==> config.mk <==
export PLATFORM = sky130hd
export DESIGN_NAME = lbbt_ram
export DESIGN_NICKNAME = d
export VERILOG_FILES = /design/src/hw/rtl/assert_macros.svh /design/src/hw/rtl/lbbt_ram.sv
export SDC_FILE = /design/constraint.sdc
export NUM_CORES = 1
export LEC_CHECK = 0
export ABC_AREA = 1
export BUFFER_PORTS_ARGS = -buffer_cell sky130_fd_sc_hd__buf_2
export CELL_PAD_IN_SITES_DETAIL_PLACEMENT = 1
export CELL_PAD_IN_SITES_GLOBAL_PLACEMENT = 2
export CORE_MARGIN = 1.5
export CORE_UTILIZATION = 43
export CTS_BUF_LIST = sky130_fd_sc_hd__clkbuf_4 sky130_fd_sc_hd__clkbuf_8 sky130_fd_sc_hd__clkbuf_16
export CTS_CLUSTER_SIZE = 24
export DETAILED_ROUTE_END_ITERATION = 8
export PLACE_DENSITY_LB_ADDON = 0.2
export REMOVE_ABC_BUFFERS = 1
export SETUP_SLACK_MARGIN = 0.3
export SYNTH_ARGS = -nofsm -noshare
export SYNTH_HDL_FRONTEND = slang
export SYNTH_SLANG_ARGS = --single-unit
==> constraint.sdc <==
create_clock -name i_clk -period 2.3 [get_ports i_clk]
set_input_delay 0.23 -clock i_clk [delete_from_list [all_inputs] [get_ports i_clk]]
set_output_delay 0.23 -clock i_clk [all_outputs]
set_load 0.05 [all_outputs]
==> src/hw/rtl/assert_macros.svh <==
// assertion helpers shared by the rtl files
// expects i_clk and the active-low synchronous reset i_rst_n in scope
`ifndef ASSERT_MACROS_SVH
`define ASSERT_MACROS_SVH

// same-cycle implication, checked out of reset
`define LBBT_ASSERT_IMP(lbl, ante, cons) \
    lbl: assert property (@(posedge i_clk) disable iff (!i_rst_n) (ante) |-> (cons)) \
        else $error("lbbt assertion failed");

// next-cycle implication, checked out of reset
`define LBBT_ASSERT_NXT(lbl, ante, cons) \
    lbl: assert property (@(posedge i_clk) disable iff (!i_rst_n) (ante) |=> (cons)) \
        else $error("lbbt assertion failed");

`endif

==> src/hw/rtl/lbbt_ram.sv <==
// generic simple dual-port ram, one write and one registered read port
// no dependencies
module lbbt_ram #(
    parameter int WIDTH = 8,
    parameter int DEPTH = 16
) (
    input  logic                     i_clk,
    input  logic                     i_we,
    input  logic [$clog2(DEPTH)-1:0] i_waddr,
    input  logic [WIDTH-1:0]         i_wdata,
    input  logic [$clog2(DEPTH)-1:0] i_raddr,
    output logic [WIDTH-1:0]         o_rdata
);
    logic [WIDTH-1:0] r_mem [DEPTH];
    logic [WIDTH-1:0] r_rdata;

    // read during write returns the old contents
    always_ff @(posedge i_clk) begin
        if (i_we) begin
            r_mem[i_waddr] <= i_wdata;
        end
        r_rdata <= r_mem[i_raddr];
    end

    assign o_rdata = r_rdata;
endmodule

* Yosys cells after proc, flatten, opt, wreduce, memory -nomap -nowiden
Memories as Yosys holds them, arrays and structs flattened. A register that Yosys moved wholly into a read port is not among the register bits. Cells that the tools add are included.
Word-level totals: bits in registers 0, memory bits (writable) 128, input bits 18, output and inout bits 8, logic and storage cells 3, memories kept 1
Memories:
- r_mem | words 16, width 8, read ports 1, clocked after Yosys merged registers in 1, write ports 1, RTL line lbbt_ram.sv:14 | logic [WIDTH-1:0] r_mem [DEPTH];
Cells by class: multiplexer cells 2
Operator list (number):
- $mux 1 | 2

* Logic depth before layout (Yosys ltp)
depth after elaboration 2, gate-level depth with buffers 8

* Worst setup path before layout
No wires, ideal clock.
path type in2reg, start point input i_waddr[2], end point memory r_mem[10][0] (enable), library setup time 0.370 ns, arrival time 0.811 ns, data required time 1.930 ns, slack 1.119 ns, stages on the path 2, path buffers 0, path through nand3b_1 > nor2_1
RTL lines:
- start: declaration | RTL line lbbt_ram.sv:9 | input logic [$clog2(DEPTH)-1:0] i_waddr,
- end: declaration | RTL line lbbt_ram.sv:14
No word-level cell before the write port.

* Worst setup path after layout
start point register r_rdata[5] (netlist: o_rdata[5]) (read register of r_mem), end point output o_rdata[5]
RTL lines:
- start: declaration | RTL line lbbt_ram.sv:15 | logic [WIDTH-1:0] r_rdata;
- end: declaration | RTL line lbbt_ram.sv:12 | output logic [WIDTH-1:0] o_rdata
No word-level cell between the ends.

==> flow_summary.json <==
{
  "grt_pass1_wl_um": 23920,
  "yosys.area.top_type": "edfxtp_1",
  "cts_resized": 0,
  "cts_sinks": 136,
  "critPathMaxFanout": 1,
  "stdcell_area_sq_um": 6545,
  "port_buffers": 25,
  "whs_ns": 0.2067,
  "final_cell_mix": "173 x nand2_1, 128 x edfxtp_1, 100 x inv_1",
  "final_util_pct": 49.62,
  "hold_path_class": "input pin to flop",
  "ir_drop_mv": 0.4323,
  "die_h_um": 118.8,
  "htree_num_levels": 4,
  "critPathLaunch": "o_rdata[5]$_DFF_P_",
  "gp_congestion": 0.8072,
  "fp.dieW_um": 118.8,
  "crit_slowest_cell": "dfxtp_1",
  "postSynthCellCount": 551,
  "r2r-start": "r_mem[0][7]$_DFFE_PP_",
  "io_pins": 26,
  "tightest_slew_ns": 0.8364,
  "start_util_pct": 43.72,
  "drt_iter0_markers": 184,
  "vias": 3840,
  "cp_top_family": "flip-flops",
  "grt_overflow": 0,
  "whs_endpoint": "o_rdata[5]$_DFF_P_",
  "hold_buffers": 0,
  "die_area_sq_um": 14110,
  "path_cells": "buf_2",
  "grt_util_all_layers_pct": 23.65,
  "start_kind": "flop",
  "diodes": 0,
  "clkTransAtPathRegs_ns": 0.05,
  "drc": 0,
  "seq_area_frac_synth_pct": 69.43,
  "cts_setup_buffers": 0,
  "fin_crit_ns": 1.323,
  "hold_start": "i_raddr[3]",
  "hold_depth": 3,
  "max-clock-path-buffers": 2,
  "max_slew_margin_pct": 44.03,
  "placed_area_sq_um": 6041,
  "hold_violations": 0,
  "tritoncts": "built",
  "postRouteAntennaNets": 0,
  "ff2ff_setup_slack_ns": 1.23,
  "r2r_cells": 6,
  "drive_gt1_share_pct": 11.26,
  "dr.pass1.iters": 4,
  "drt-total-wl_um": 15190,
  "clockRootBuffer": "clkbuf_16",
  "nets": 600,
  "worst_path_largest_cell_delay_ns": 0.37,
  "first_global_vias": 4150,
  "drv_cap": 0,
  "worstSetupEndpointType": "output port",
  "yosys.cell_types.count": 12,
  "grt_antenna_before_repair": 0,
  "layout_commonest_cell": "nand2_1",
  "grt_max_degree": 37,
  "status": "finished, final reports clean",
  "num_rows": 42,
  "critical_path_class": "flop to output port",
  "r2r_end": "o_rdata[7]$_DFF_P_",
  "setup_viol": 0,
  "viasPerCell": 4.981,
  "hpwl_um": 9589,
  "tns_ns": 0,
  "path_buf_inv": 1,
  "syn2layout_area_growth_pct": 13.50,
  "fin_worst_skew_ns": 0.004393,
  "core-area_sq_um": 13190,
  "powerDensity_nw_per_um2": 847.8,
  "drt-wirelength-per-cell_um": 19.70,
  "arrival_ns": 1.09,
  "maxSlewViolCount": 0,
  "avgSynthCellArea_sq_um": 10.47,
  "n_fill_cell": 1468,
  "synth_seq_cells": 136,
  "fmax_ghz": 0.7556,
  "finalCritPeriodShare_pct": 57.54,
  "synth_warnings": 0,
  "numCtsBuffers": 17,
  "netlist_area_sq_um": 5767,
  "rsz0062_at_grt": "no",
  "synth_area_leaders": "edfxtp_1 67%, nand2_1 11%, nand3_1 8.4%, inv_1 6.5%, dfxtp_1 2.8%",
  "worst_ep_required_time_ns": 2.07,
  "p_leak_uw": 0.002834,
  "clock_latency_ns": 0.42,
  "synth_top_area_share_pct": 66.65
}
[worst min-delay path: stages]
cell and delay, ns:
buf_2 0.19, nand3_1 0.11, nand2_1 0.05
[synthesized netlist by cell type]
master and number:
buf_1 1, buf_2 13, buf_4 4, buf_6 6, dfxtp_1 8, edfxtp_1 128
inv_1 100, inv_2 2, nand2_1 173, nand3_1 97, nand3b_1 2, nor2_1 17
[stage by stage]
stage | std cells | setup WS (ns) | power, uW
after global placement | 739 | 0.6267 | 3241
after CTS | 771 | 0.9678 | 5583
after global routing | 771 | 0.9656 | 5709
final | 771 | 0.9766 | 5549
after floorplan | 527 | 1.090 | 3042
after detailed placement | 739 | 0.5196 | 3252
[flip-flops by register name, summed over array words and instances (netlist names)]
| signal | cells |
|---|---|
| r_mem | 128 |
| o_rdata | 8 |
[metal layers]
metal	wire length (um)	track usage (%)	share of wire (%)	up-vias
li1	-	-	-	1835
met1	6867	30.82	45	1899
met4	464	11.60	3.1	0
met2	7371	38.15	49	77
met5	0	0	0	-
met3	487	4.392	3.2	29
[report_power, final]
| part | leakage [uW] | switching [uW] | total [uW] | internal (uW) |
|---|---|---|---|---|
| registers | 0.00122 | 20.5 | 2790 | 2770 |
| logic | 0.00135 | 308 | 404 | 95.7 |
| clock network | 0.000259 | 989 | 2350 | 1360 |
[final cells by class]
cell class / count / area, sq um / area share [%]
Clock inverter: 13 / 63.81 / 0.9750
Timing Repair Buffer: 36 / 220.2 / 3.365
Inverter: 102 / 382.9 / 5.850
Tap cell: 176 / 220.2 / 3.365
Sequential cell: 136 / 4004 / 61.17
Clock buffer: 19 / 440.4 / 6.729
Multi-Input combinational cell: 289 / 1214 / 18.54
[worst max-delay path by stage]
| stage | end | slack [ns] | cells past startpoint |
|---|---|---|---|
| CTS | r_mem[13][2]$_DFFE_PP_ | 0.97 | 4 |
| detailed placement | r_mem[13][2]$_DFFE_PP_ | 0.52 | 4 |
| global route | o_rdata[0]$_DFF_P_ | 0.97 | 8 |
| floorplan | o_rdata[2]$_DFF_P_ | 1.09 | 6 |
| global placement | r_mem[13][6]$_DFFE_PP_ | 0.63 | 4 |
| finish | o_rdata[5] | 0.98 | 1 |
[cells by family (layout without fill, tap and decap cells)]
| logic type | count (synthesis) | after routing | share of synthesized area (%) |
|---|---|---|---|
| simple gates | 289 | 289 | 21.05 |
| flops | 136 | 136 | 69.43 |
| buf+inv | 126 | 170 | 9.525 |
No activity file was read; power rests on OpenSTA's default activity.
